$ cat config.mk
export PLATFORM = sky130hd
export DESIGN_NAME = hsw_result_fifo
export DESIGN_NICKNAME = d
export VERILOG_FILES = /design/src/hw/rtl/hsw_pkg.sv /design/src/hw/rtl/hsw_result_fifo.sv
export SDC_FILE = /design/constraint.sdc
export NUM_CORES = 1
export LEC_CHECK = 0
export BUFFER_PORTS_ARGS = -buffer_cell sky130_fd_sc_hd__buf_2
export CELL_PAD_IN_SITES_DETAIL_PLACEMENT = 0
export CELL_PAD_IN_SITES_GLOBAL_PLACEMENT = 1
export CORE_AREA = 2 2 234 236
export CTS_CLUSTER_DIAMETER = 120
export DETAILED_ROUTE_END_ITERATION = 12
export DIE_AREA = 0 0 236 238
export PLACE_DENSITY = 0.73
export SETUP_SLACK_MARGIN = 0.15
export SLEW_MARGIN = 20
export SYNTH_ARGS = -nofsm -noshare
export SYNTH_HDL_FRONTEND = slang
export SYNTH_SLANG_ARGS = --single-unit
$ cat constraint.sdc
create_clock -name i_clk -period 8.15 [get_ports i_clk]
set_input_delay 0.4075 -clock i_clk [delete_from_list [all_inputs] [get_ports i_clk]]
set_output_delay 0.4075 -clock i_clk [all_outputs]
set_load 0.005 [all_outputs]
$ cat src/hw/rtl/hsw_pkg.sv
`default_nettype none

package hsw_pkg;

    localparam int MAX_WIDTH  = 256;
    localparam int MAX_HEIGHT = 256;
    localparam int TEMP_BITS  = 32;

    localparam int COL_W     = $clog2(MAX_WIDTH);
    localparam int ROW_W     = $clog2(MAX_HEIGHT);
    localparam int SIZE_W    = 9;
    localparam int MIN_SIZE  = 3;
    localparam int COEF_W    = 16;
    localparam int CFG_IDX_W = 3;
    localparam int CFG_DATA_W = 32;
    localparam int FRAC_BITS = 16;

    localparam int DIFF_W = TEMP_BITS + 3;
    localparam int PROD_W = DIFF_W + COEF_W + 1;
    localparam int SUM_W  = PROD_W + 1;
    localparam int RND_W  = SUM_W - FRAC_BITS;
    localparam int UPD_W  = RND_W + 1;
    localparam int NT_W   = UPD_W + 1;
    localparam int ROUND_HALF = 2 ** (FRAC_BITS - 1);

    localparam int FIFO_DEPTH = 8;
    localparam int FIFO_PTR_W = $clog2(FIFO_DEPTH);
    localparam int FIFO_CNT_W = $clog2(FIFO_DEPTH + 1);
    localparam int PIPE_STAGES = 4;
    localparam int PIPE_CNT_W = $clog2(PIPE_STAGES + 1);
    localparam int CREDIT_W = FIFO_CNT_W + 1;

    localparam logic [CFG_IDX_W-1:0] CFG_GRID_WIDTH  = 3'd0;
    localparam logic [CFG_IDX_W-1:0] CFG_GRID_HEIGHT = 3'd1;
    localparam logic [CFG_IDX_W-1:0] CFG_COEF_X      = 3'd2;
    localparam logic [CFG_IDX_W-1:0] CFG_COEF_Y      = 3'd3;
    localparam logic [CFG_IDX_W-1:0] CFG_SINK_TEMP   = 3'd4;

    localparam logic [SIZE_W-1:0]    WIDTH_RESET  = 9'd256;
    localparam logic [SIZE_W-1:0]    HEIGHT_RESET = 9'd256;
    localparam logic [COEF_W-1:0]    COEF_RESET   = 16'd0;
    localparam logic [TEMP_BITS-1:0] SINK_RESET   = 32'd19660800;

    typedef struct packed {
        logic has_above;
        logic interior;
        logic has_sink;
        logic frame_done;
    } t_cell_ctl;

    typedef struct packed {
        logic                 above_v;
        logic [TEMP_BITS-1:0] above_val;
        logic                 sink_v;
        logic                 frame_done;
        logic [TEMP_BITS-1:0] max_val;
    } t_result_entry;

    typedef struct packed {
        logic [TEMP_BITS-1:0] row_above;
        logic [TEMP_BITS-1:0] row_two_above;
        logic [TEMP_BITS-1:0] heat;
    } t_line_word;

    localparam int LINE_W = $bits(t_line_word);

endpackage

`default_nettype wire

$ cat src/hw/rtl/hsw_result_fifo.sv
`default_nettype none

module hsw_result_fifo (
    input  wire logic                             i_clk,
    input  wire logic                             i_rst_n,
    input  wire logic                             i_push,
    input  wire hsw_pkg::t_result_entry           i_entry,
    input  wire logic [hsw_pkg::TEMP_BITS-1:0]    i_sink_temp,
    input  wire logic                             i_stall,
    output logic                                  o_valid,
    output logic      [hsw_pkg::TEMP_BITS-1:0]    o_new_temp,
    output logic                                  o_frame_end,
    output logic      [hsw_pkg::TEMP_BITS-1:0]    o_max_change,
    output logic      [hsw_pkg::FIFO_CNT_W-1:0]   o_count
);

    import hsw_pkg::*;

    t_result_entry         r_mem [FIFO_DEPTH];
    logic [FIFO_PTR_W-1:0] r_wr_ptr, r_rd_ptr;
    logic [FIFO_CNT_W-1:0] r_count;
    logic                  r_half;

    t_result_entry         head;
    logic                  show_above;
    logic                  last;
    logic                  take;
    logic                  pop;

    always_comb begin
        head       = r_mem[r_rd_ptr];
        show_above = head.above_v && !r_half;
        last       = !(show_above && head.sink_v);
        o_valid    = (r_count != '0);
        take       = o_valid && !i_stall;
        pop        = take && last;
        o_new_temp   = show_above ? head.above_val : i_sink_temp;
        o_frame_end  = !show_above && head.frame_done;
        o_max_change = o_frame_end ? head.max_val : '0;
    end

    always_ff @(posedge i_clk) begin
        if (i_push) begin
            r_mem[r_wr_ptr] <= i_entry;
        end
    end

    always_ff @(posedge i_clk) begin
        if (!i_rst_n) begin
            r_wr_ptr <= '0;
            r_rd_ptr <= '0;
            r_count  <= '0;
            r_half   <= 1'b0;
        end else begin
            if (i_push) begin
                r_wr_ptr <= r_wr_ptr + FIFO_PTR_W'(1);
            end
            if (pop) begin
                r_rd_ptr <= r_rd_ptr + FIFO_PTR_W'(1);
            end
            r_count <= r_count + FIFO_CNT_W'(i_push) - FIFO_CNT_W'(pop);
            if (take) begin
                r_half <= !last;
            end
        end
    end

    assign o_count = r_count;

`ifndef SYNTH
    a_no_overflow: assert property (@(posedge i_clk) disable iff (!i_rst_n)
        i_push |-> (r_count != FIFO_CNT_W'(FIFO_DEPTH)))
        else $error("Result queue written while full.");

    a_half_has_entry: assert property (@(posedge i_clk) disable iff (!i_rst_n)
        r_half |-> (r_count != '0))
        else $error("Second result pending with an empty queue.");

    a_second_result: assert property (@(posedge i_clk) disable iff (!i_rst_n)
        take && !last |=> r_half && $stable(r_rd_ptr))
        else $error("Queue entry dropped before its sink result.");
`endif

endmodule

`default_nettype wire

# Word level (Yosys, flattened, before mapping)
# Memories as Yosys holds them, arrays and structs flattened. A register that Yosys moved wholly into a read port is not among the register bits.
# Index checks and enable logic that the tools add are counted.
[word_totals] memories=1 word_cells=25 inputBits=103 ram_bits=536 ff_bits=11 output_inout_bits=70
[classes] add_sub_neg=4 reduce_logical=10 muxes=6
[memory_table] memory="r_mem" depth=8 width=67 rd=1 rd_clocked_by_memory_dff=1 write_ports=1 line="hsw_result_fifo.sv:19" text="t_result_entry r_mem [FIFO_DEPTH];"
[ops] cell="two-way mux 32 bit" count=2
[ops] cell="adder 3 x 1 -> 3 bit (second input constant)" count=2
[ops] cell="two-way mux 3 bit" count=2
[ops] cell="logical AND 1 bit" count=5
[ops] cell="adder 4 x 1 -> 4 bit" count=1
[ops] cell="zero test 1 bit" count=4
[ops] cell="nonzero test 4 bit" count=1
[ops] cell="subtractor 4 x 1 -> 4 bit" count=1
[ops] cell="two-way mux 1 bit" count=2

# Longest topological paths before layout
# Gate-level depths: netlist (run 1).
[depth] depth_word=7 mapped_depth=13 mapped_depth_nobuf=11

# Least setup slack after synthesis (run 1)
# OpenSTA, ideal clock, no wires.
[synth_path] kind="input port to flip-flop" from="input i_push" to="memory r_mem[0][0] (netlist name) (enable)" setup_time_ns=0.575 setup_slack_ns=2.522 path_stages=2 arrival_ns=5.053 required_time_ns=7.575 cell_sequence="nand2b_1 -> nor3_1"
[synth_via] elab_chain_len=2
[synth_rtl] element="start, declared" line="hsw_result_fifo.sv:6" text="input wire logic i_push,"
[synth_rtl] element="two-way mux 1 bit" line="hsw_result_fifo.sv:43" text="if (i_push) begin"
[synth_rtl] element="two-way mux 1 bit (implied by the code)" line="hsw_result_fifo.sv:44" text="r_mem[r_wr_ptr] <= i_entry;"
[synth_rtl] element="end, declared" line="hsw_result_fifo.sv:19"
# No other way between the ends.

==> results_dict.tcl, run 1 <==
set metrics [dict create \
    maxSlewViolCount 0 \
    dp_hpwl_um 22600 \
    hold_buffers 0 \
    synth_compound_area_frac 0.0114 \
    reg2reg_depth 11 \
    place_ws_ns 3.86 \
    die_h_um 238 \
    drt-vias-per-instance 5.17 \
    drt-pass1-iter-count 5 \
    drt_iter0_drc 708 \
    fp-row-count 85 \
    drive_above_1_share 0.343 \
    ctsHtreeMaxLevel 2 \
    dpl.cell_count 1817 \
    netSwitchingFraction 0.256 \
    min_path_cells 1 \
    drc 0 \
    fin_ws_ns 3.33 \
    fin_crit_ns 4.82 \
    p_leak_nw 7.89 \
    ys_seq_area_frac 0.770 \
    crit_path_start_kind "register" \
    final_util 0.460 \
    slew_headroom 0.285 \
    floorplan.initialDensity 0.397 \
    yosys.area_share.simple 0.0216 \
    clock-sinks 550 \
    num-fill-cells 4445 \
    skew_ns 0.0210 \
    regToRegSetupSlack_ns 3.88 \
    async_reset_ff_frac 0 \
    portBuffers 172 \
    synthFlopType "edfxtp_1" \
    synthAdderAreaFrac 0.00447 \
    synth.area.top_cells "edfxtp_1 76%, mux4_2 14%, mux2i_1 3.4%" \
    timing.rr.end "o_count[2]" \
    powerDensity_nw_per_um2 283 \
    grt_pass1_vias 10300 \
    synth_cell_types 36 \
    cp.arrival_ns 4.41 \
    synth.mux.area_fraction 0.176 \
    wl_per_cell_um 22.2 \
    internal_power_mw 5.19 \
    clkPwrFrac 0.330 \
    pin_count 173 \
    syn_area_um2 21300 \
    synth_xor_area_frac 0.00165 \
    worst_pin_slew_ns 1.07 \
    clkTransAtPathRegs_ns 0.06 \
    setup_viol 0 \
    ys_ff_latch 550 \
    post_cts_resized 0 \
    instances_no_fill 1916 \
    grtUsageTotal 0.152 \
    routed_wl_um 42600 \
    maxCapViolCount 0 \
    pwr-share-seq 0.469 \
    ant_nets 0 \
    numCtsBuffers 53 \
    synth_top_family_by_area "multiplexers" \
    end_kind "output pin" \
    cp_max_fo 65 \
    peakVddDrop_uv 170 \
    syn_to_final_growth_pct 15.7 \
    core-area_um2 53500 \
    fp.dieW_um 236 \
    syn_nets 1086 \
    status "complete, no violations" \
    setup_tns_ns 0 \
    required_ns 7.74 \
    period_share 0.591 \
    rsz0062_at_grt "false" \
    clock.fmax_mhz 208 \
    final_area_um2 24600 \
    postCtsSetupRepairBufs 0 \
    critical_path_class "reg -> out" \
    syn_inst 976 \
    hold_class "in -> reg" \
    power.switching_mw 1.79 \
    hold_viol 0 \
    synth_top_area_frac 0.757 \
    whs_ns 0.0882 \
    clock_latency_ns 0.59 \
    nets 1286 \
    gp_congestion 0.685 \
    pwr-share-comb 0.200 \
    grt.overflow.total 0 \
    grt_pass1_wl_um 64200 \
    grt_max_degree 66 \
    dieArea_um2 56200 \
    yosysTopAreaCell "edfxtp_1" \
    hp-start "i_entry[14]" \
    avgSynthCellArea_um2 21.8 \
    p_total_mw 6.98 \
    holdPathEnd "r_mem[3][14]" \
    synth_edf_count 536 \
    root_buffer "clkbuf_16" \
    dr_total_vias 9913 \
    cts_tree "done" \
    place_area_um2 23000 \
    yosysWarnings 0 \
    clock_path_buffers 3 \
    antenna_found_initial 6 \
]
-- worst max-delay path by stage --
stage,from,end,slack (ns),depth (start not counted)
finish,register,o_max_change[3],3.33,8
global route,register,o_max_change[12],2.98,8
CTS,register,o_max_change[3],3.21,8
detailed placement,register,o_max_change[3],3.86,8
global placement,register,o_count[2],3.92,11
floorplan,i_push,r_mem[0][0],2.52,2
-- cell usage after synthesis (6+ instances only) --
library cell	number
edfxtp_1	536
mux2i_1	73
nand2_1	43
dfxtp_1	14
buf_2	25
mux4_2	131
inv_1	6
nor2_1	41
buf_4	6
clkbuf_1	13
nand2b_1	7
ha_1	6
o21ai_0	32
-- worst max-delay path: stages (launching register included) --
cell and delay [ns]:
dfxtp_4 0.89, buf_4 0.91, mux2i_1 0.27, a31oi_1 0.17, o211ai_4 0.14, buf_4 0.57
nand2_4 0.43, nor2_1 0.22, buf_2 0.14
-- registers in the layout (all words and copies together) (netlist names), named ones only --
register  cells
o_count       4
r_mem       536
r_half        1
r_wr_ptr      3
r_rd_ptr      3
-- cells in the final DEF, fill, tap and decap left out, types with 3 or more instances in the layout --
cell / instances
inv_1: 6
dfxtp_4: 3
clkinv_2: 11
buf_4: 22
clkbuf_16: 54
dfxtp_1: 11
nor2_1: 35
nand2b_1: 7
nor2_4: 6
ha_1: 6
mux2i_1: 73
a21oi_1: 4
clkbuf_1: 14
mux2_2: 4
nor2b_1: 3
nand2_1: 43
clkinv_1: 9
and2_1: 5
edfxtp_1: 536
mux4_2: 131
o21ai_0: 32
buf_2: 172
-- power groups by stage --
stage / combinational (mW) / clock (mW) / sequential (mW)
floorplan: 1.04 / 0 / 3.28
global placement: 1.42 / 0 / 3.33
detailed placement: 1.43 / 0 / 3.34
CTS: 1.44 / 2.36 / 3.28
global route: 1.55 / 2.47 / 3.29
finish: 1.40 / 2.31 / 3.27
-- area by class of cell --
class                      instances  area (um^2)  area share
sequential                       550        16400       0.666
multi-input combinational        370         4640       0.189
clock buffer                      70         1430      0.0582
timing repair buffer             195         1050      0.0428
tap                              696          871      0.0354
clock inverter                    27          193     0.00783
inverter                           6         22.5    0.000915
antenna                            2         5.00    0.000203
-- logic make-up (layout without fill, tap and decap cells) --
family,Yosys count,count (layout)
flip-flops,550,550
multiplexers,210,210
AND/OR/NAND/NOR,106,106
buffers and inverters,56,298
AO/OA/AOI/OAI,43,43
adder cells (fa/ha/maj),7,7
XOR/XNOR,4,4
other,0,2
-- layer usage --
metal,GRT usage,routed length (um),up-vias
met1,0.206,18800,5201
li1,-,-,4417
met2,0.253,20800,214
met5,0,79,-
met4,0.0394,770,12
met3,0.0316,2120,69
Note: power is estimated with default switching activity, not from simulation.
==> run 2, diff against run 1 <==
clock period = 4.6 ns   (was 8.15 ns; I/O delays follow)
==> results_dict.tcl, run 2 (same netlist as run 1, synthesis figures left out) <==
set metrics [dict create \
    power.switching_mw 3.18 \
    setup_viol 0 \
    antenna_found_initial 3 \
    pwr-share-seq 0.472 \
    path_common_cell "mux2_2" \
    gp_congestion 0.696 \
    drt-vias-per-instance 5.12 \
    num-fill-cells 4415 \
    netSwitchingFraction 0.259 \
    worst_pin_slew_ns 1.06 \
    root_buffer "clkbuf_16" \
    wl_per_cell_um 22.1 \
    wl_met3_um 1820 \
    layout_common_cells "536 x edfxtp_1, 172 x buf_2, 131 x mux4_2" \
    grt_pass1_wl_um 66400 \
    slowest_stage "dfxtp_4" \
    wl_met1_um 19400 \
    drive_above_1_share 0.322 \
    grt_pass1_vias 11000 \
    critical_path_class "reg -> out" \
    grt.overflow.total 0 \
    timing.rr.end "o_count[2]" \
    status "complete, no violations" \
    layout_commonest_cell "edfxtp_1" \
    period_share 0.773 \
    drc 0 \
    powerDensity_nw_per_um2 486 \
    largest_reg_flops 536 \
    holdPathEnd "r_wr_ptr[2]" \
    peakVddDrop_uv 259 \
    drt-pass1-iter-count 4 \
    cts_tree "done" \
    clock_latency_ns 0.59 \
    clkTransAtPathRegs_ns 0.06 \
    crit_cells 7 \
    crit_chain "mux2_2 > mux2_2 > o211ai_4 > buf_4 > nand2_1 > o21ai_0 > buf_2" \
    internal_power_mw 9.11 \
    pwr-share-comb 0.207 \
    clock.fmax_mhz 281 \
    routed_wl_um 43900 \
    portBuffers 172 \
    dieArea_um2 56200 \
    maxCapViolCount 0 \
    ant_nets 0 \
    skew_ns 0.0156 \
    fin_crit_ns 3.55 \
    cp_max_fo 64 \
    drt_iter0_drc 739 \
    dp_hpwl_um 24000 \
    cp.arrival_ns 3.32 \
    path_delay_family "flip-flops" \
    core-area_um2 53500 \
    die_h_um 238 \
    whs_ns 0.0604 \
    crit_path_start_kind "register" \
    grtUsageTotal 0.158 \
    hp-start "i_rst_n" \
    slew_headroom 0.293 \
    required_ns 4.37 \
    top_layer_used "met5" \
    syn_to_final_growth_pct 18.9 \
    nets 1354 \
    min_path_cells 2 \
    hold_viol 0 \
    pin_count 173 \
    maxSlewViolCount 0 \
    floorplan.initialDensity 0.397 \
    regToRegSetupSlack_ns 1.42 \
    reg2reg_depth 10 \
    top_register "r_mem" \
    clkPwrFrac 0.321 \
    hold_class "in -> reg" \
    end_kind "output pin" \
    clock-sinks 550 \
    setup_tns_ns 0 \
    fp-row-count 85 \
    critPathMaxStageDelay_ns 0.75 \
    p_leak_nw 8.14 \
    dr_total_vias 10100 \
    fp.dieW_um 236 \
    numCtsBuffers 52 \
    rsz0062_at_grt "false" \
    ctsHtreeMaxLevel 2 \
    clock_path_buffers 3 \
    grt_max_degree 65 \
    wl_met2_um 21900 \
    path_buf_inv 2 \
]
-- run 2: cell types whose count changed in the layout (fill, tap and decap cells not counted), moves of 2 or more --
cell,change
clkinv_1,+7
dlygate4sd3_1,+67
nor3_2,-2
buf_12,+5
clkinv_4,+2
clkbuf_16,-2
clkinv_2,-5
nor3_4,+2
clkbuf_1,-3
buf_4,-2
clkbuf_8,-2
-- run 2: power by group through the flow --
stage	registers [mW]	clock network, mW	logic (mW)
global placement	5.91	0	2.53
global route	5.83	4.25	2.82
CTS	5.81	4.06	2.61
finish	5.80	3.95	2.54
floorplan	5.81	0	1.85
detailed placement	5.92	0	2.56
-- run 2: repair_timing --
item | in CTS | in global routing
hold buffers | 67 | 0
resized for setup | 0 | 0
setup buffers | 0 | 0
endpoints found under the hold margin | 536 | 0
-- run 2: final cells by class --
class / count / area, um^2 / area share
flip-flops and latches: 550 / 16400 / 0.648
multi-input cells: 370 / 4660 / 0.184
repair buffers: 264 / 1780 / 0.0705
clock buffers: 63 / 1340 / 0.0531
well taps: 696 / 871 / 0.0344
clock inverters: 31 / 215 / 0.00851
inverters: 6 / 22.5 / 0.000891
diodes: 2 / 5.00 / 0.000198
-- run 2: through the flow --
stage / cells / total power, mW / utilization / instance area (um^2) / setup slack [ns]
2_1_floorplan: 976 / 7.66 / - / 21300 / 0.755
3_3_place_gp: 1819 / 8.44 / 0.431 / 23000 / 1.45
3_5_place_dp: 1819 / 8.48 / 0.431 / 23000 / 1.44
4_1_cts: 1980 / 12.5 / 0.473 / 25300 / 0.883
5_1_grt: 1981 / 12.9 / 0.473 / 25300 / 0.698
6_report: 1982 / 12.3 / 0.473 / 25300 / 1.05
-- run 2: worst max-delay path by stage --
stage	startpoint	endpoint	slack, ns
after floorplan	r_wr_ptr[0]	r_mem[1][0]	0.75
after CTS	register	o_new_temp[31]	0.88
after detailed placement	register	o_count[2]	1.44
after global placement	register	o_count[2]	1.45
final	register	o_new_temp[17]	1.05
after global routing	register	o_new_temp[2]	0.70
-- run 2: layer usage --
| layer | vias to the layer above | global-route usage |
|---|---|---|
| met5 | - | 0 |
| met4 | 2 | 0.0394 |
| met3 | 54 | 0.0319 |
| met2 | 198 | 0.266 |
| met1 | 5318 | 0.212 |
| li1 | 4566 | - |
