--- src/hw/rtl/hsw_pkg.sv ---
`default_nettype none

package hsw_pkg;

    localparam int MAX_WIDTH  = 256;
    localparam int MAX_HEIGHT = 256;
    localparam int TEMP_BITS  = 32;

    localparam int COL_W     = $clog2(MAX_WIDTH);
    localparam int ROW_W     = $clog2(MAX_HEIGHT);
    localparam int SIZE_W    = 9;
    localparam int MIN_SIZE  = 3;
    localparam int COEF_W    = 16;
    localparam int CFG_IDX_W = 3;
    localparam int CFG_DATA_W = 32;
    localparam int FRAC_BITS = 16;

    localparam int DIFF_W = TEMP_BITS + 3;
    localparam int PROD_W = DIFF_W + COEF_W + 1;
    localparam int SUM_W  = PROD_W + 1;
    localparam int RND_W  = SUM_W - FRAC_BITS;
    localparam int UPD_W  = RND_W + 1;
    localparam int NT_W   = UPD_W + 1;
    localparam int ROUND_HALF = 2 ** (FRAC_BITS - 1);

    localparam int FIFO_DEPTH = 8;
    localparam int FIFO_PTR_W = $clog2(FIFO_DEPTH);
    localparam int FIFO_CNT_W = $clog2(FIFO_DEPTH + 1);
    localparam int PIPE_STAGES = 4;
    localparam int PIPE_CNT_W = $clog2(PIPE_STAGES + 1);
    localparam int CREDIT_W = FIFO_CNT_W + 1;

    localparam logic [CFG_IDX_W-1:0] CFG_GRID_WIDTH  = 3'd0;
    localparam logic [CFG_IDX_W-1:0] CFG_GRID_HEIGHT = 3'd1;
    localparam logic [CFG_IDX_W-1:0] CFG_COEF_X      = 3'd2;
    localparam logic [CFG_IDX_W-1:0] CFG_COEF_Y      = 3'd3;
    localparam logic [CFG_IDX_W-1:0] CFG_SINK_TEMP   = 3'd4;

    localparam logic [SIZE_W-1:0]    WIDTH_RESET  = 9'd256;
    localparam logic [SIZE_W-1:0]    HEIGHT_RESET = 9'd256;
    localparam logic [COEF_W-1:0]    COEF_RESET   = 16'd0;
    localparam logic [TEMP_BITS-1:0] SINK_RESET   = 32'd19660800;

    typedef struct packed {
        logic has_above;
        logic interior;
        logic has_sink;
        logic frame_done;
    } t_cell_ctl;

    typedef struct packed {
        logic                 above_v;
        logic [TEMP_BITS-1:0] above_val;
        logic                 sink_v;
        logic                 frame_done;
        logic [TEMP_BITS-1:0] max_val;
    } t_result_entry;

    typedef struct packed {
        logic [TEMP_BITS-1:0] row_above;
        logic [TEMP_BITS-1:0] row_two_above;
        logic [TEMP_BITS-1:0] heat;
    } t_line_word;

    localparam int LINE_W = $bits(t_line_word);

endpackage

`default_nettype wire

--- src/hw/rtl/hsw_stencil_dp.sv ---
`default_nettype none

module hsw_stencil_dp (
    input  wire logic                             i_clk,
    input  wire logic                             i_rst_n,
    input  wire logic                             i_accept,
    input  wire hsw_pkg::t_cell_ctl               i_ctl,
    input  wire logic [hsw_pkg::TEMP_BITS-1:0]    i_center,
    input  wire logic [hsw_pkg::TEMP_BITS-1:0]    i_north,
    input  wire logic [hsw_pkg::TEMP_BITS-1:0]    i_heat,
    input  wire logic [hsw_pkg::TEMP_BITS-1:0]    i_south,
    input  wire logic [hsw_pkg::TEMP_BITS-1:0]    i_east,
    input  wire logic [hsw_pkg::COEF_W-1:0]       i_coef_x,
    input  wire logic [hsw_pkg::COEF_W-1:0]       i_coef_y,
    input  wire logic [hsw_pkg::TEMP_BITS-1:0]    i_sink_temp,
    output logic      [hsw_pkg::PIPE_CNT_W-1:0]   o_inflight,
    output logic                                  o_push,
    output hsw_pkg::t_result_entry                o_entry
);

    import hsw_pkg::*;

    logic                 r_s1_valid, r_s2_valid, r_s3_valid, r_s4_valid;
    t_cell_ctl            r_s1_ctl, r_s2_ctl, r_s3_ctl, r_s4_ctl;
    logic [TEMP_BITS-1:0] r_west;
    logic [TEMP_BITS-1:0] r_s1_c, r_s1_n, r_s1_w, r_s1_s, r_s1_h;
    logic [TEMP_BITS-1:0] r_s2_c, r_s2_h, r_s3_c, r_s3_h, r_s4_c;
    logic [DIFF_W-1:0]    r_s2_dxx, r_s2_dyy;
    logic [PROD_W-1:0]    r_s3_pxx, r_s3_pyy;
    logic [UPD_W-1:0]     r_s4_update;
    logic [TEMP_BITS-1:0] r_max;

    logic [DIFF_W-1:0]        n_dxx, n_dyy;
    logic signed [PROD_W-1:0] n_pxx, n_pyy;
    logic [SUM_W-1:0]         n_sum;
    logic [RND_W-1:0]         n_rnd;
    logic [UPD_W-1:0]         n_update;
    logic [NT_W-1:0]          n_nt;
    logic [TEMP_BITS-1:0]     n_nt_sat;
    logic [UPD_W-1:0]         n_mag_full;
    logic [TEMP_BITS-1:0]     n_mag;
    logic [TEMP_BITS-1:0]     n_max;

    // The west neighbor is the center of the previous request on the same row.
    always_comb begin
        n_dxx = DIFF_W'(i_east) + DIFF_W'(r_s1_w) - {2'b00, r_s1_c, 1'b0};
        n_dyy = DIFF_W'(r_s1_n) + DIFF_W'(r_s1_s) - {2'b00, r_s1_c, 1'b0};
    end

    always_comb begin
        n_pxx = $signed(r_s2_dxx) * $signed({1'b0, i_coef_x});
        n_pyy = $signed(r_s2_dyy) * $signed({1'b0, i_coef_y});
    end

    always_comb begin
        n_sum = {r_s3_pxx[PROD_W-1], r_s3_pxx} + {r_s3_pyy[PROD_W-1], r_s3_pyy}
              + SUM_W'(ROUND_HALF);
        n_rnd = n_sum[SUM_W-1:FRAC_BITS];
        n_update = {n_rnd[RND_W-1], n_rnd} + UPD_W'(r_s3_h);
    end

    always_comb begin
        n_nt = NT_W'(r_s4_c) + {r_s4_update[UPD_W-1], r_s4_update};
        if (n_nt[NT_W-1]) begin
            n_nt_sat = '0;
        end else if (|n_nt[NT_W-2:TEMP_BITS]) begin
            n_nt_sat = '1;
        end else begin
            n_nt_sat = n_nt[TEMP_BITS-1:0];
        end
        n_mag_full = r_s4_update[UPD_W-1] ? (UPD_W'(0) - r_s4_update) : r_s4_update;
        n_mag = (|n_mag_full[UPD_W-1:TEMP_BITS]) ? '1 : n_mag_full[TEMP_BITS-1:0];
        n_max = (r_s4_ctl.interior && (n_mag > r_max)) ? n_mag : r_max;
    end

    always_ff @(posedge i_clk) begin
        if (!i_rst_n) begin
            r_s1_valid <= 1'b0;
            r_s2_valid <= 1'b0;
            r_s3_valid <= 1'b0;
            r_s4_valid <= 1'b0;
            r_max      <= '0;
        end else begin
            r_s1_valid <= i_accept;
            r_s2_valid <= r_s1_valid;
            r_s3_valid <= r_s2_valid;
            r_s4_valid <= r_s3_valid;
            if (r_s4_valid) begin
                r_max <= r_s4_ctl.frame_done ? '0 : n_max;
            end
        end
    end

    always_ff @(posedge i_clk) begin
        if (i_accept) begin
            r_west   <= i_center;
            r_s1_ctl <= i_ctl;
            r_s1_c   <= i_center;
            r_s1_n   <= i_north;
            r_s1_w   <= r_west;
            r_s1_s   <= i_south;
            r_s1_h   <= i_heat;
        end
        r_s2_ctl    <= r_s1_ctl;
        r_s2_c      <= r_s1_c;
        r_s2_h      <= r_s1_h;
        r_s2_dxx    <= n_dxx;
        r_s2_dyy    <= n_dyy;
        r_s3_ctl    <= r_s2_ctl;
        r_s3_c      <= r_s2_c;
        r_s3_h      <= r_s2_h;
        r_s3_pxx    <= n_pxx;
        r_s3_pyy    <= n_pyy;
        r_s4_ctl    <= r_s3_ctl;
        r_s4_c      <= r_s3_c;
        r_s4_update <= n_update;
    end

    assign o_inflight = PIPE_CNT_W'(r_s1_valid) + PIPE_CNT_W'(r_s2_valid)
                      + PIPE_CNT_W'(r_s3_valid) + PIPE_CNT_W'(r_s4_valid);

    assign o_push = r_s4_valid && (r_s4_ctl.has_above || r_s4_ctl.has_sink);

    always_comb begin
        o_entry.above_v    = r_s4_ctl.has_above;
        o_entry.above_val  = r_s4_ctl.interior ? n_nt_sat : i_sink_temp;
        o_entry.sink_v     = r_s4_ctl.has_sink;
        o_entry.frame_done = r_s4_ctl.frame_done;
        o_entry.max_val    = r_s4_ctl.frame_done ? n_max : '0;
    end

endmodule

`default_nettype wire

--- config.mk ---
export PLATFORM = sky130hd
export DESIGN_NAME = hsw_stencil_dp
export DESIGN_NICKNAME = d
export VERILOG_FILES = /design/src/hw/rtl/hsw_pkg.sv /design/src/hw/rtl/hsw_stencil_dp.sv
export SDC_FILE = /design/constraint.sdc
export NUM_CORES = 2
export LEC_CHECK = 0
export BUFFER_PORTS_ARGS = -buffer_cell sky130_fd_sc_hd__clkbuf_2
export CAP_MARGIN = 20
export CORE_ASPECT_RATIO = 0.5
export CORE_UTILIZATION = 55
export CTS_CLUSTER_SIZE = 12
export DETAILED_ROUTE_END_ITERATION = 8
export GPL_TIMING_DRIVEN = 0
export PLACE_DENSITY = 0.72
export SYNTH_ARGS = -nofsm -noshare
export SYNTH_HDL_FRONTEND = slang
export SYNTH_SLANG_ARGS = --single-unit
--- constraint.sdc ---
create_clock -name i_clk -period 7.9 [get_ports i_clk]
set_input_delay 0 -clock i_clk [delete_from_list [all_inputs] [get_ports i_clk]]
set_output_delay 0 -clock i_clk [all_outputs]
set_load 0.03 [all_outputs]
Word-level counts from Yosys, hierarchy flattened:

Index checks and enable logic that the tools add are counted.

* register bits after elaboration: 580
* bits in latches: 0
* memory bits (writable): 0
* memory bits (read-only): 0
* input port bits: 231
* output and inout bits: 71
* word-level logic and storage cells: 64
* memories kept: 0

* add/sub/neg operators: 12
* multiply operators: 2
* div/mod/pow operators: 0
* $lt $le $gt $ge: 1
* eq/ne operators: 0
* shifts and indexed selects: 0
* mux-type cells: 8
* bitwise logic cells: 0
* reduce and logical (&&, ||, !) cells: 5

Operators with widths (count)
* $mux W32: 7
* $mul A34 B17 Y51: 2
* $sub A33 B33 Y34: 2
* $add A32 B32 Y33: 2
* $add A53 B16 Y53 const B: 1
* $add A51 B51 Y52: 1
* $add A33 B38 Y39: 1
* $add A37 B33 Y38: 1
* $mux W38: 1
* $sub A1 B38 Y38 const A: 1
* $gt A32 B32 Y1: 1
* $reduce_or A6 Y1: 2
* $add A2 B1 Y3: 1
* $add A3 B1 Y3: 1
* $add A1 B1 Y2: 1
* $logic_and A1 B1 Y1: 2
* $logic_or A1 B1 Y1: 1

Longest topological paths before layout:

* depth after elaboration: 8
* depth in mapped cells: 30
* depth with buffers taken out: 27

Worst setup path before layout:

No wires, ideal clock.

* path kind: register -> register
* from: register r_s2_dxx[7]
* to: register r_s3_pxx[47]
* setup time: 0.126 ns
* data arrival time: 6.997 ns
* required time: 7.774 ns
* path slack: 0.777 ns
* cell stages (with the launch flop): 28
* buffers on the path: 1
* period minus slack after synthesis: 7.123 ns
* cells stage by stage: dfxtp_1 clkbuf_1 nand2_1 fa_1 inv_1 fa_1 inv_1 fa_1 inv_1 fa_1 fa_1 inv_1 fa_1 inv_1 ha_1 a21o_1 a21o_1 a211o_1 o31a_1 a31o_2 a41o_1 a211oi_1 o31ai_1 a221oi_1 nor4_1 a2111oi_0 o21bai_1 xor2_1

* cells in the longest elaborated chain, start to end: 1

Ends and longest elaborated chain
* start: declaration: line hsw_stencil_dp.sv:28 `logic [DIFF_W-1:0] r_s2_dxx, r_s2_dyy;`
* start signal: assignment: line hsw_stencil_dp.sv:107 `r_s2_dxx <= n_dxx;`
* $mul A34 B17 Y51: line hsw_stencil_dp.sv:51 `n_pxx = $signed(r_s2_dxx) * $signed({1'b0, i_coef_x});`
* via n_pxx[47]: line hsw_stencil_dp.sv:34 `logic signed [PROD_W-1:0] n_pxx, n_pyy;`
* end signal: assignment: line hsw_stencil_dp.sv:112 `r_s3_pxx <= n_pxx;`
* end: declaration: line hsw_stencil_dp.sv:29 `logic [PROD_W-1:0] r_s3_pxx, r_s3_pyy;`

The timed path passes the listed nets, and every way through them passes these cells.
A chain may end at the register's enable or synchronous reset.

Worst setup path after layout:

* from: register r_s3_pyy[16]
* to: register r_s4_update[34]

* cells in the longest elaborated chain, start to end: 3

Ends and longest elaborated chain
* start: declaration: line hsw_stencil_dp.sv:29
* start signal: assignment: line hsw_stencil_dp.sv:113 `r_s3_pyy <= n_pyy;`
* $add A51 B51 Y52: line hsw_stencil_dp.sv:56 `n_sum = {r_s3_pxx[PROD_W-1], r_s3_pxx} + {r_s3_pyy[PROD_W-1], r_s3_pyy}`
* $add A53 B16 Y53: line hsw_stencil_dp.sv:57 `+ SUM_W'(ROUND_HALF);`
* $add A37 B33 Y38: line hsw_stencil_dp.sv:59 `n_update = {n_rnd[RND_W-1], n_rnd} + UPD_W'(r_s3_h);`
* via n_update[34]: line hsw_stencil_dp.sv:37 `logic [UPD_W-1:0] n_update;`
* end signal: assignment: line hsw_stencil_dp.sv:116 `r_s4_update <= n_update;`
* end: declaration: line hsw_stencil_dp.sv:30 `logic [UPD_W-1:0] r_s4_update;`

The timed path passes the listed nets, and every way through them passes these cells.

==> flow_metrics.py <==
metrics = {
    "finish": {
        "area_growth_syn_to_layout_pct": 11.0,
        "final_common_cell": "inv_1",
        "nets": 9481,
        "fin_cells": 9335,
        "final_cell_mix": "inv_1, fa_1, nand2_1, ha_1, and2_1",
        "drive_gt1_frac": 0.0685,
    },
    "place": {
        "post-dp-hpwl_um": 162000,
        "port_buffers": 292,
        "place_congestion": 1.00,
        "dp.cells": 9053,
    },
    "sta": {
        "clock_skew_ns": 0.0874,
        "post-route-period-util": 0.979,
        "fmax_mhz": 129,
        "worst_pin_slew_ns": 1.09,
        "period_needed_ns": 7.73,
        "slew-limit-headroom": 0.273,
        "setup_viol_count_final": 0,
        "whs_ns": 0.0215,
        "timing.final.max_slew_violations": 0,
        "finalHoldViolations": 0,
    },
    "setup_path": {
        "worstPathArrival_ns": 8.27,
        "critical_path_class": "flip-flop to flip-flop",
        "critical_path_required_ns": 8.44,
        "end_kind": "flip-flop",
        "critPathMaxFanout": 9,
        "r2r_slack_ns": 0.17,
        "r2r-start": "r_s3_pyy[16]",
        "critPathLaunchType": "flip-flop",
        "rr_endpoint": "r_s4_update[34]",
        "crit_start": "r_s3_pyy[16]",
        "rr_worst_depth": 25,
    },
    "floorplan": {
        "core_um2": 119000,
        "rows": 89,
        "die_x_um": 493,
        "fp.dieH_um": 247,
        "io_pins": 302,
        "dieArea_um2": 122000,
        "start_util": 0.558,
    },
    "clocking": {
        "tritoncts": "built",
        "root_buffer": "clkbuf_16",
        "cts_buffers": 57,
        "clk_latency_ns": 0.71,
        "clock_path_buffers": 3,
        "h-tree-depth": 2,
        "clk_pin_slew_ns": 0.07,
        "cts.sinks": 580,
    },
    "flow_run": {
        "maxCapViolations": 0,
    },
    "synth": {
        "ys_types": 89,
        "ys_async_sr_fraction": 0,
        "syn-num-nets": 8956,
        "netlist_area_um2": 66300,
        "postSynthCellCount": 7166,
        "syn_avg_cell_area_um2": 9.25,
        "synth_flop_cell": "dfxtp_1",
        "ys_ff_latch": 580,
        "yosysSeqAreaShare": 0.200,
        "yosys_warnings": 0,
        "synth_edf_count": 164,
    },
    "detailed_routing": {
        "drtPass1Iterations": 6,
        "drc": 0,
        "ant_nets": 0,
        "drt_iter0_drc": 4885,
        "vias_per_cell": 5.48,
        "wl_um": 197000,
        "wire_per_inst_um": 21.1,
        "dr_total_vias": 51200,
    },
    "min_path": {
        "min_from": "i_north[7]",
        "hold_path_end": "r_s1_n[7]",
        "hold_depth": 2,
        "hp-class": "input port to flip-flop",
    },
    "global_routing": {
        "grt_usage": 0.327,
        "grt_max_degree": 88,
        "grt_pass1_vias": 50800,
        "overflow": 0,
        "grt_first_pass_wirelength_um": 299000,
        "antenna_found_initial": 21,
    },
    "run_status": {
        "status": "completed",
    },
}
==> layer usage <==
layer,track usage,vias to the layer above,wire length (um)
met4,0.125,14,8140
li1,-,23200,-
met5,0,-,89
met1,0.462,25100,83800
met2,0.483,2379,82800
met3,0.0860,394,22400
==> final cells by class <==
class / instances / area [um^2]
multi-input cells: 4738 / 46200
fillers: 10100 / 45100
flip-flops and latches: 580 / 13300
inverters: 1590 / 5970
repair buffers: 466 / 3230
well taps: 1592 / 1990
clock buffers: 92 / 1590
plain buffers: 258 / 1110
clock inverters: 10 / 156
diodes: 9 / 22.5
==> cells by family (layout without fill, tap and decap cells) <==
group / count (synthesis) / in the layout / synth area share
AND/OR/NAND/NOR: 1934 / 1934 / 0.141
buffers and inverters: 1848 / 2416 / 0.106
adder cells (fa/ha/maj): 1559 / 1559 / 0.419
AO/OA/AOI/OAI: 919 / 919 / 0.0909
flip-flops: 580 / 580 / 0.200
XOR/XNOR: 300 / 300 / 0.0396
multiplexers: 26 / 26 / 0.00436
other: 0 / 9 / 0
==> registers in the layout (all words and copies together) (netlist names), 34 cells and up <==
signal,flops
r_s3_pyy,51
r_s4_update,38
r_s2_dyy,34
r_s3_pxx,51
r_s2_dxx,34
==> synthesized netlist by cell type (10+ instances only) <==
master	n	share of area
a211oi_1	28	0.0032
a21boi_0	15	0.0017
a21o_1	139	0.016
a21oi_1	266	0.020
a22oi_1	20	0.0023
a311oi_1	15	0.0020
a31oi_1	26	0.0025
a32oi_1	30	0.0040
and2_1	417	0.039
and3_1	29	0.0027
buf_2	11	0.00083
clkbuf_1	233	0.013
dfxtp_1	416	0.13
edfxtp_1	164	0.074
fa_1	1099	0.33
ha_1	460	0.087
inv_1	1589	0.090
mux2i_1	16	0.0024
nand2_1	916	0.052
nand2_4	10	0.0017
nand2b_1	44	0.0042
nand3_1	50	0.0038
nand4_1	46	0.0043
nor2_1	214	0.012
nor2b_1	53	0.0050
nor3_1	48	0.0036
nor4_1	13	0.0012
o211ai_1	16	0.0018
o21a_1	45	0.0051
o21ai_0	145	0.011
o21bai_1	28	0.0032
o22ai_1	22	0.0021
o31a_1	11	0.0015
o31ai_1	28	0.0032
o41ai_1	10	0.0013
or2_2	15	0.0014
or3_1	28	0.0026
xnor2_1	193	0.026
xor2_1	107	0.014
==> worst max-delay path by stage <==
stage	to	slack, ns	cells past startpoint
finish	r_s4_update[34]	0.17	25
global route	o_entry[20]	-0.06	26
CTS	r_s3_pyy[48]	0.002	26
detailed placement	r_s3_pxx[47]	-0.63	26
global placement	r_s3_pxx[47]	-0.56	26
floorplan	r_s3_pxx[47]	0.78	27
==> worst max-delay path, cell delays in order, from the launching register on <==
cell and delay, ns:
dfxtp_1 0.37, ha_1 0.29, buf_2 0.20, and4_1 0.29, o2111ai_1 0.25, o2111a_1 0.32
nor3_1 0.42, or3b_1 0.39, clkbuf_1 0.19, nor4_1 0.68, nand4_1 0.20, xnor2_1 0.33
ha_1 0.37, a21o_1 0.18, a21o_1 0.16, a21oi_1 0.19, nor2_1 0.10, o31ai_1 0.28
a31oi_1 0.16, o21a_1 0.21, o41ai_1 0.39, o21bai_1 0.25, o41ai_4 0.36, a2111oi_0 0.12
or3_1 0.43, xnor2_1 0.43
==> what timing repair did <==
action,CTS,global route
pin swaps,0,4
endpoints found under the hold margin,197,0
setup endpoints to repair,14,32
hold buffers,161,0
buffers inserted,0,10
gates resized for setup,48,73
==> through the flow <==
stage               instance area, um^2  setup TNS [ns]  setup WS (ns)  utilization
detailed placement                69800           -2.91         -0.629        0.588
finish                            73600               0          0.165        0.620
floorplan                         66300               0          0.777            -
CTS                               73300               0        0.00150        0.617
global placement                  69700           -2.78         -0.563        0.587
global route                      73500          -0.281        -0.0636        0.620
Power is not shown: default switching activity piles up to over one toggle a cycle in this logic, so the estimate is an artifact.
